[config.mk]
export PLATFORM = sky130hd
export DESIGN_NAME = deadline_task_release_queue_unit
export DESIGN_NICKNAME = d
export VERILOG_FILES = /design/src/dtrq_pkg.sv /design/src/dtrq_ctrl.sv /design/src/dtrq_datapath.sv /design/src/deadline_task_release_queue_unit.sv
export SDC_FILE = /design/constraint.sdc
export NUM_CORES = 2
export LEC_CHECK = 0
export BUFFER_PORTS_ARGS = -buffer_cell sky130_fd_sc_hd__buf_2
export CORE_UTILIZATION = 45
export DETAILED_ROUTE_END_ITERATION = 12
export PLACE_DENSITY_LB_ADDON = 0.3
export SETUP_SLACK_MARGIN = 0.02
export SYNTH_ARGS = -nofsm -noshare
export SYNTH_HDL_FRONTEND = slang
export SYNTH_SLANG_ARGS = --single-unit
[constraint.sdc]
create_clock -name clk -period 8.5 [get_ports clk]
set_input_delay 0 -clock clk [delete_from_list [all_inputs] [get_ports clk]]
set_output_delay 0 -clock clk [all_outputs]
set_load 0.05 [all_outputs]
[src/dtrq_pkg.sv]
package dtrq_pkg;

    localparam int QUEUE_DEPTH = 16;
    localparam int MAX_RESULTS = 16;

    localparam int IDX_W = $clog2(QUEUE_DEPTH);
    localparam int CNT_W = $clog2(QUEUE_DEPTH + 1);
    localparam int REL_W = $clog2(MAX_RESULTS + 1);

    localparam logic OP_SUBMIT    = 1'b0;
    localparam logic OP_TICK      = 1'b1;
    localparam logic KIND_RELEASE = 1'b0;
    localparam logic KIND_REJECT  = 1'b1;

    typedef struct packed {
        logic        opcode;
        logic [7:0]  task_tag;
        logic [15:0] delay_ticks;
    } dtrq_item_t;

    typedef struct packed {
        logic       kind;
        logic [7:0] released_tag;
        logic       last_of_run;
    } dtrq_result_t;

    typedef enum logic [1:0] {
        ST_IDLE,
        ST_SCAN
    } dtrq_state_t;

    typedef struct packed {
        logic store;
        logic reject;
        logic tick;
        logic step;
        logic pick;
        logic finish;
    } dtrq_cmd_t;

    typedef struct packed {
        logic full;
        logic scan_done;
        logic found;
        logic rel_full;
    } dtrq_status_t;

endpackage

[src/dtrq_ctrl.sv]
module dtrq_ctrl (
    input  logic                  clk,
    input  logic                  rst_n,
    input  logic                  start,
    input  logic                  opcode,
    input  dtrq_pkg::dtrq_status_t status,
    output dtrq_pkg::dtrq_cmd_t   cmd,
    output logic                  busy
);
    import dtrq_pkg::*;

    dtrq_state_t state_reg;
    dtrq_state_t state_next;

    always_ff @(posedge clk or negedge rst_n)
    begin
        if (!rst_n)
        begin
            state_reg <= ST_IDLE;
        end
        else
        begin
            state_reg <= state_next;
        end
    end

    always_comb
    begin
        state_next = state_reg;
        cmd        = '0;
        busy       = 1'b1;
        case (state_reg)
            ST_IDLE:
            begin
                busy = 1'b0;
                if (start)
                begin
                    if (opcode == OP_TICK)
                    begin
                        cmd.tick   = 1'b1;
                        state_next = ST_SCAN;
                    end
                    else if (status.full)
                    begin
                        cmd.reject = 1'b1;
                    end
                    else
                    begin
                        cmd.store = 1'b1;
                    end
                end
            end
            ST_SCAN:
            begin
                if (status.rel_full)
                begin
                    cmd.finish = 1'b1;
                    state_next = ST_IDLE;
                end
                else if (!status.scan_done)
                begin
                    cmd.step = 1'b1;
                end
                else if (status.found)
                begin
                    // take the winner and rescan what is left
                    cmd.pick = 1'b1;
                end
                else
                begin
                    cmd.finish = 1'b1;
                    state_next = ST_IDLE;
                end
            end
            default:
            begin
                state_next = ST_IDLE;
            end
        endcase
    end

endmodule

[src/dtrq_datapath.sv]
module dtrq_datapath (
    input  logic                   clk,
    input  logic                   rst_n,
    input  dtrq_pkg::dtrq_item_t   item,
    input  dtrq_pkg::dtrq_cmd_t    cmd,
    output dtrq_pkg::dtrq_status_t status,
    output dtrq_pkg::dtrq_result_t result,
    output logic                   result_strobe
);
    import dtrq_pkg::*;

    logic [31:0]      time_reg;
    logic [31:0]      deadline_reg [QUEUE_DEPTH];
    logic [7:0]       tag_reg [QUEUE_DEPTH];
    logic [CNT_W-1:0] count_reg;
    logic [CNT_W-1:0] scan_idx_reg;
    logic             found_reg;
    logic [IDX_W-1:0] best_idx_reg;
    logic [31:0]      best_diff_reg;
    logic             held_valid_reg;
    logic [7:0]       held_tag_reg;
    logic [REL_W-1:0] rel_cnt_reg;
    dtrq_result_t     result_reg;
    logic             strobe_reg;

    logic [IDX_W-1:0] scan_idx;
    logic [31:0]      diff;
    logic             better;

    assign scan_idx = scan_idx_reg[IDX_W-1:0];
    // wrap-safe: due when deadline - now is negative
    assign diff     = deadline_reg[scan_idx] - time_reg;
    assign better   = diff[31] && (!found_reg || (diff < best_diff_reg));

    assign status.full      = (count_reg == CNT_W'(QUEUE_DEPTH));
    assign status.scan_done = (scan_idx_reg >= count_reg);
    assign status.found     = found_reg;
    assign status.rel_full  = (rel_cnt_reg == REL_W'(MAX_RESULTS));

    assign result        = result_reg;
    assign result_strobe = strobe_reg;

    always_ff @(posedge clk or negedge rst_n)
    begin
        if (!rst_n)
        begin
            time_reg       <= '0;
            count_reg      <= '0;
            scan_idx_reg   <= '0;
            found_reg      <= 1'b0;
            held_valid_reg <= 1'b0;
            rel_cnt_reg    <= '0;
            strobe_reg     <= 1'b0;
        end
        else
        begin
            // a pick or finish sends out the release held from the previous scan
            strobe_reg <= cmd.reject || ((cmd.pick || cmd.finish) && held_valid_reg);
            if (cmd.store)
            begin
                count_reg <= count_reg + CNT_W'(1);
            end
            if (cmd.tick)
            begin
                time_reg       <= time_reg + 32'd1;
                scan_idx_reg   <= '0;
                found_reg      <= 1'b0;
                held_valid_reg <= 1'b0;
                rel_cnt_reg    <= '0;
            end
            if (cmd.step)
            begin
                scan_idx_reg <= scan_idx_reg + CNT_W'(1);
                if (better)
                begin
                    found_reg <= 1'b1;
                end
            end
            if (cmd.pick)
            begin
                count_reg      <= count_reg - CNT_W'(1);
                scan_idx_reg   <= '0;
                found_reg      <= 1'b0;
                held_valid_reg <= 1'b1;
                rel_cnt_reg    <= rel_cnt_reg + REL_W'(1);
            end
            if (cmd.finish)
            begin
                held_valid_reg <= 1'b0;
            end
        end
    end

    always_ff @(posedge clk)
    begin
        if (cmd.store)
        begin
            deadline_reg[count_reg[IDX_W-1:0]] <= time_reg + 32'(item.delay_ticks);
            tag_reg[count_reg[IDX_W-1:0]]      <= item.task_tag;
        end
        if (cmd.pick)
        begin
            // close the gap left by the released entry
            for (int i = 0; i < QUEUE_DEPTH - 1; i++)
            begin
                if (IDX_W'(i) >= best_idx_reg)
                begin
                    deadline_reg[i] <= deadline_reg[i + 1];
                    tag_reg[i]      <= tag_reg[i + 1];
                end
            end
            held_tag_reg <= tag_reg[best_idx_reg];
        end
        if (cmd.step && better)
        begin
            best_idx_reg  <= scan_idx;
            best_diff_reg <= diff;
        end
        if (cmd.reject)
        begin
            result_reg.kind         <= KIND_REJECT;
            result_reg.released_tag <= item.task_tag;
            result_reg.last_of_run  <= 1'b1;
        end
        if (cmd.pick || cmd.finish)
        begin
            result_reg.kind         <= KIND_RELEASE;
            result_reg.released_tag <= held_tag_reg;
            result_reg.last_of_run  <= cmd.finish;
        end
    end

endmodule

[src/deadline_task_release_queue_unit.sv]
// Deadline task release queue. A submit beat stores a task with deadline now + delay_ticks;
// it gives no result, or one reject result (kind 1, last_of_run 1) on
// the next cycle when the store is full. A tick beat advances time by one and then releases
// every due task, earliest deadline first, equal deadlines in submit order, one result per
// strobe, last_of_run set on the final one; busy stays high until the final release has
// been found, and that last result comes out in the first cycle with busy low.
// Each release needs one linear scan of the stored entries, one entry per cycle through a
// single 32-bit subtract/compare; the tick ends with a scan that finds nothing due, or
// once MAX_RESULTS releases have been picked. result_strobe is high for one cycle per
// result and cannot be held off.
module deadline_task_release_queue_unit (
    input  logic                   clk,
    input  logic                   rst_n,
    input  logic                   start,
    output logic                   busy,
    input  dtrq_pkg::dtrq_item_t   item,
    output dtrq_pkg::dtrq_result_t result,
    output logic                   result_strobe
);
    import dtrq_pkg::*;

    dtrq_cmd_t    cmd;
    dtrq_status_t status;

    dtrq_ctrl u_ctrl (
        .clk    (clk),
        .rst_n  (rst_n),
        .start  (start),
        .opcode (item.opcode),
        .status (status),
        .cmd    (cmd),
        .busy   (busy)
    );

    dtrq_datapath u_datapath (
        .clk           (clk),
        .rst_n         (rst_n),
        .item          (item),
        .cmd           (cmd),
        .status        (status),
        .result        (result),
        .result_strobe (result_strobe)
    );

endmodule

==> flow_summary.toml <==
[drt]
dr_wl_met2_mm = 53.85
via_count = 26430
dr_wl_met3_mm = 12.47
vias_per_cell = 6.187
initial_drc_count = 3457
postRouteAntennaNets = 0
routedWlPerCell_um = 27.17
routed.top_layer = "met4"
routed_wire_length_mm = 116.1
drt_first_pass_iters = 6
drcViolationCount = 0
wl_met1_mm = 46.64

[global_routing]
first_global_vias = 25850
grt_start_max_net_pins = 56
globalRoute.totalOverflow = 0
grt_antenna_before_repair = 0
grtUsageTotal = 0.2669
first_pass_grt_wire_length_mm = 170.6

[cells_and_area]
syn2layout_area_growth_pct = 11.26
sequential_cell_area_um2 = 22120
fill_cells = 7234
antenna-diode-count = 0
combined_area_of_the_multi_input_logic_cells_um2 = 15780
layout_common_cells = "sky130_fd_sc_hd__edfxtp_1, sky130_fd_sc_hd__nand2_1, sky130_fd_sc_hd__mux2_2"
largest_register_ffs = 512
num-nets-final = 3187
postLayoutCellArea_um2 = 43330
drive_above_1_share = 0.2273
mostFrequentLayoutCell = "sky130_fd_sc_hd__edfxtp_1"

[floorplan]
die_height_um = 296.2
starting_utilization_of_the_core_area = 0.4559
std_cell_rows = 107
io_pins = 40
core_um2 = 85410
dieArea_um2 = 87720
chipWidth_um = 296.2

[cts]
clkLatencyLatePin_ps = 640
cts.htree.levels = 3
post-cts-setup-buffers = 0
clk_pin_slew_ps = 60
cts.sinks = 745
buffer_type_at_the_clock_tree_root = "sky130_fd_sc_hd__clkbuf_16"
tritoncts = "done"
clockBufferDepth = 3
tritoncts.num_buffers = 82

[timing]
totalNegativeSetupSlack_ps = 0
max_freq_mhz = 135.7
timing.final.setup_violations = 0
rsz0062_at_grt = "false"
layout_worst_path_cycle_share = 0.8669
finalMaxSlewViolations = 0
max_slew_margin = 0.06590
minimum_clock_period_after_layout_ps = 7368
finalClockSkew_ps = 25.76
slew_at_the_pin_closest_to_its_max_slew_limit_ps = 1391
finalHoldViolations = 0

[yosys]
compound_cell_area_share_of_the_yosys_netlist = 0.06956
synth.mux.area_fraction = 0.1797
synth-simple-area-share = 0.09675
seq_area_frac_synth = 0.5677
synth_area_per_cell_um2 = 12.71
number_of_nets_produced_by_synthesis = 3184
netlist_area_um2 = 38940
postSynth.topFlopCell = "sky130_fd_sc_hd__edfxtp_1"
postSynth.asyncResetShare = 0.06846
synth.ff_latch_count = 745
yosys_warnings = 0
yosys.area_share.adder = 0.03046
synthXorXnorAreaFrac = 0.02172
synth_cell_types = 72
syn-instance-count = 3063
largest_family_of_logic_cells_by_synthesized_area = "multiplexers"
synth_enable_flop_cells = 693

[job]
max_cap_violations = 0

[pwr]
powerDensity_nw_per_um2 = 449.8
max-vdd-ir-drop_v = 0.0004272
power.leakage_uw = 0.01533

[setup_path]
critical_path.startpoint_type = "flop"
critPathRequiredTime_ps = 8820
critPathMaxFanout = 25
crit_type = "flop to flop"
setup.worst_path.end_class = "flop"
critical_path_arrival_ps = 7690

[place]
port-buffer-count = 39
finalWeightedCongestion = 0.9482
dpl-instance-area_um2 = 40600
place.detailed.hpwl_mm = 69.73

[hold_path]
worstHoldPathType = "primary input to asynchronous set/reset pin"

[run_status]
run_status = "complete, no violations"
==> area by class of cell <==
class | count | share of cell area
sequential | 745 | 0.5105
multi-input combinational | 1995 | 0.3642
clock buffer | 102 | 0.05155
tap | 1144 | 0.03304
timing repair buffer | 133 | 0.02293
inverter | 109 | 0.009443
clock inverter | 44 | 0.008375
==> path summary, 6_finish.rpt <==
path	start	endpoint	slack (ps)	depth (start not counted)
max	u_datapath.scan_idx_reg[0]$_DFFE_PN0P_	u_datapath.best_diff_reg[6]$_DFFE_PP_	1130	22
min	rst_n	u_datapath.time_reg[1]$_DFFE_PN0P_	60	3
min reg2reg	u_datapath.count_reg[4]$_DFFE_PN0P_	u_datapath.count_reg[4]$_DFFE_PN0P_	470	1
max reg2reg	u_datapath.scan_idx_reg[0]$_DFFE_PN0P_	u_datapath.best_diff_reg[6]$_DFFE_PP_	1130	22
max in group asynchronous	rst_n	u_datapath.scan_idx_reg[0]$_DFFE_PN0P_	7830	3
min in group clk	item[14]	u_datapath.deadline_reg[15][14]$_DFFE_PP_	140	5
==> metrics by stage <==
step           hold WS [ps]  instances  utilization  setup WS [ps]  power (uW)
2_1_floorplan        -295.6       3063            -           1472       12620
6_report              57.01       4272       0.5073           1132       19490
5_1_grt               111.2       4272       0.5073          670.3       20400
4_1_cts               55.27       4271       0.5072           1179       19390
3_5_place_dp          190.3       4113       0.4754           1214       15850
3_3_place_gp          178.8       4113       0.4754           1326       15520
==> cell usage after synthesis (8+ instances only) <==
cell | number | share of area
sky130_fd_sc_hd__a21o_1 | 41 | 0.0079
sky130_fd_sc_hd__a21oi_1 | 111 | 0.014
sky130_fd_sc_hd__and3_1 | 18 | 0.0029
sky130_fd_sc_hd__buf_1 | 15 | 0.0014
sky130_fd_sc_hd__buf_2 | 81 | 0.010
sky130_fd_sc_hd__clkbuf_1 | 115 | 0.011
sky130_fd_sc_hd__dfrtp_1 | 51 | 0.033
sky130_fd_sc_hd__edfxtp_1 | 693 | 0.53
sky130_fd_sc_hd__ha_1 | 90 | 0.029
sky130_fd_sc_hd__inv_1 | 106 | 0.010
sky130_fd_sc_hd__mux2_2 | 219 | 0.063
sky130_fd_sc_hd__mux4_2 | 199 | 0.12
sky130_fd_sc_hd__nand2_1 | 657 | 0.063
sky130_fd_sc_hd__nand2b_1 | 8 | 0.0013
sky130_fd_sc_hd__nand3_1 | 50 | 0.0064
sky130_fd_sc_hd__nand4_1 | 16 | 0.0026
sky130_fd_sc_hd__nor2_1 | 112 | 0.011
sky130_fd_sc_hd__nor2b_1 | 9 | 0.0014
sky130_fd_sc_hd__nor3_1 | 15 | 0.0019
sky130_fd_sc_hd__o211ai_1 | 8 | 0.0015
sky130_fd_sc_hd__o21ai_0 | 228 | 0.029
sky130_fd_sc_hd__o21ai_1 | 19 | 0.0024
sky130_fd_sc_hd__xnor2_1 | 72 | 0.016
sky130_fd_sc_hd__xor2_1 | 19 | 0.0043
==> critical path: stages (launching register included) <==
cell and delay (ps):
sky130_fd_sc_hd__dfrtp_4 810, sky130_fd_sc_hd__buf_12 280, sky130_fd_sc_hd__mux4_2 530, sky130_fd_sc_hd__mux4_2 540
sky130_fd_sc_hd__ha_1 360, sky130_fd_sc_hd__a21oi_1 190, sky130_fd_sc_hd__o21ai_0 130, sky130_fd_sc_hd__nor4_1 430
sky130_fd_sc_hd__a21oi_1 290, sky130_fd_sc_hd__o41ai_1 600, sky130_fd_sc_hd__o21ai_0 200, sky130_fd_sc_hd__a21oi_1 200
sky130_fd_sc_hd__xnor2_1 110, sky130_fd_sc_hd__ha_1 200, sky130_fd_sc_hd__a21o_1 170, sky130_fd_sc_hd__a211oi_1 230
sky130_fd_sc_hd__nor2_1 70, sky130_fd_sc_hd__a211o_1 270, sky130_fd_sc_hd__a21o_1 180, sky130_fd_sc_hd__a211o_1 290
sky130_fd_sc_hd__a21boi_0 220, sky130_fd_sc_hd__and3_2 440, sky130_fd_sc_hd__buf_12 240
==> per-layer routing <==
metal,global-route usage,up-vias
met5,0,-
li1,-,11310
met2,0.4241,1528
met3,0.04849,231
met1,0.3750,13360
met4,0.07745,0
==> report_power, final <==
part | switching, uW | total (uW) | internal [uW]
registers | 637 | 6590 | 5950
logic | 5950 | 9380 | 3430
clock network | 1490 | 3520 | 2040
total | 8070 | 19500 | 11400
==> repair_timing <==
item	4_1_cts	5_1_grt
setup endpoints to repair	0	0
hold endpoints to repair	198	0
resized for setup	0	0
hold buffers	12	0
==> logic make-up after synthesis <==
kind of cell | after synthesis
flip-flops | 745
buffers and inverters | 323
adder cells (fa/ha/maj) | 93
AND/OR/NAND/NOR | 913
AO/OA/AOI/OAI | 472
XOR/XNOR | 94
multiplexers | 423
Note: power is estimated with default switching activity, not from simulation.
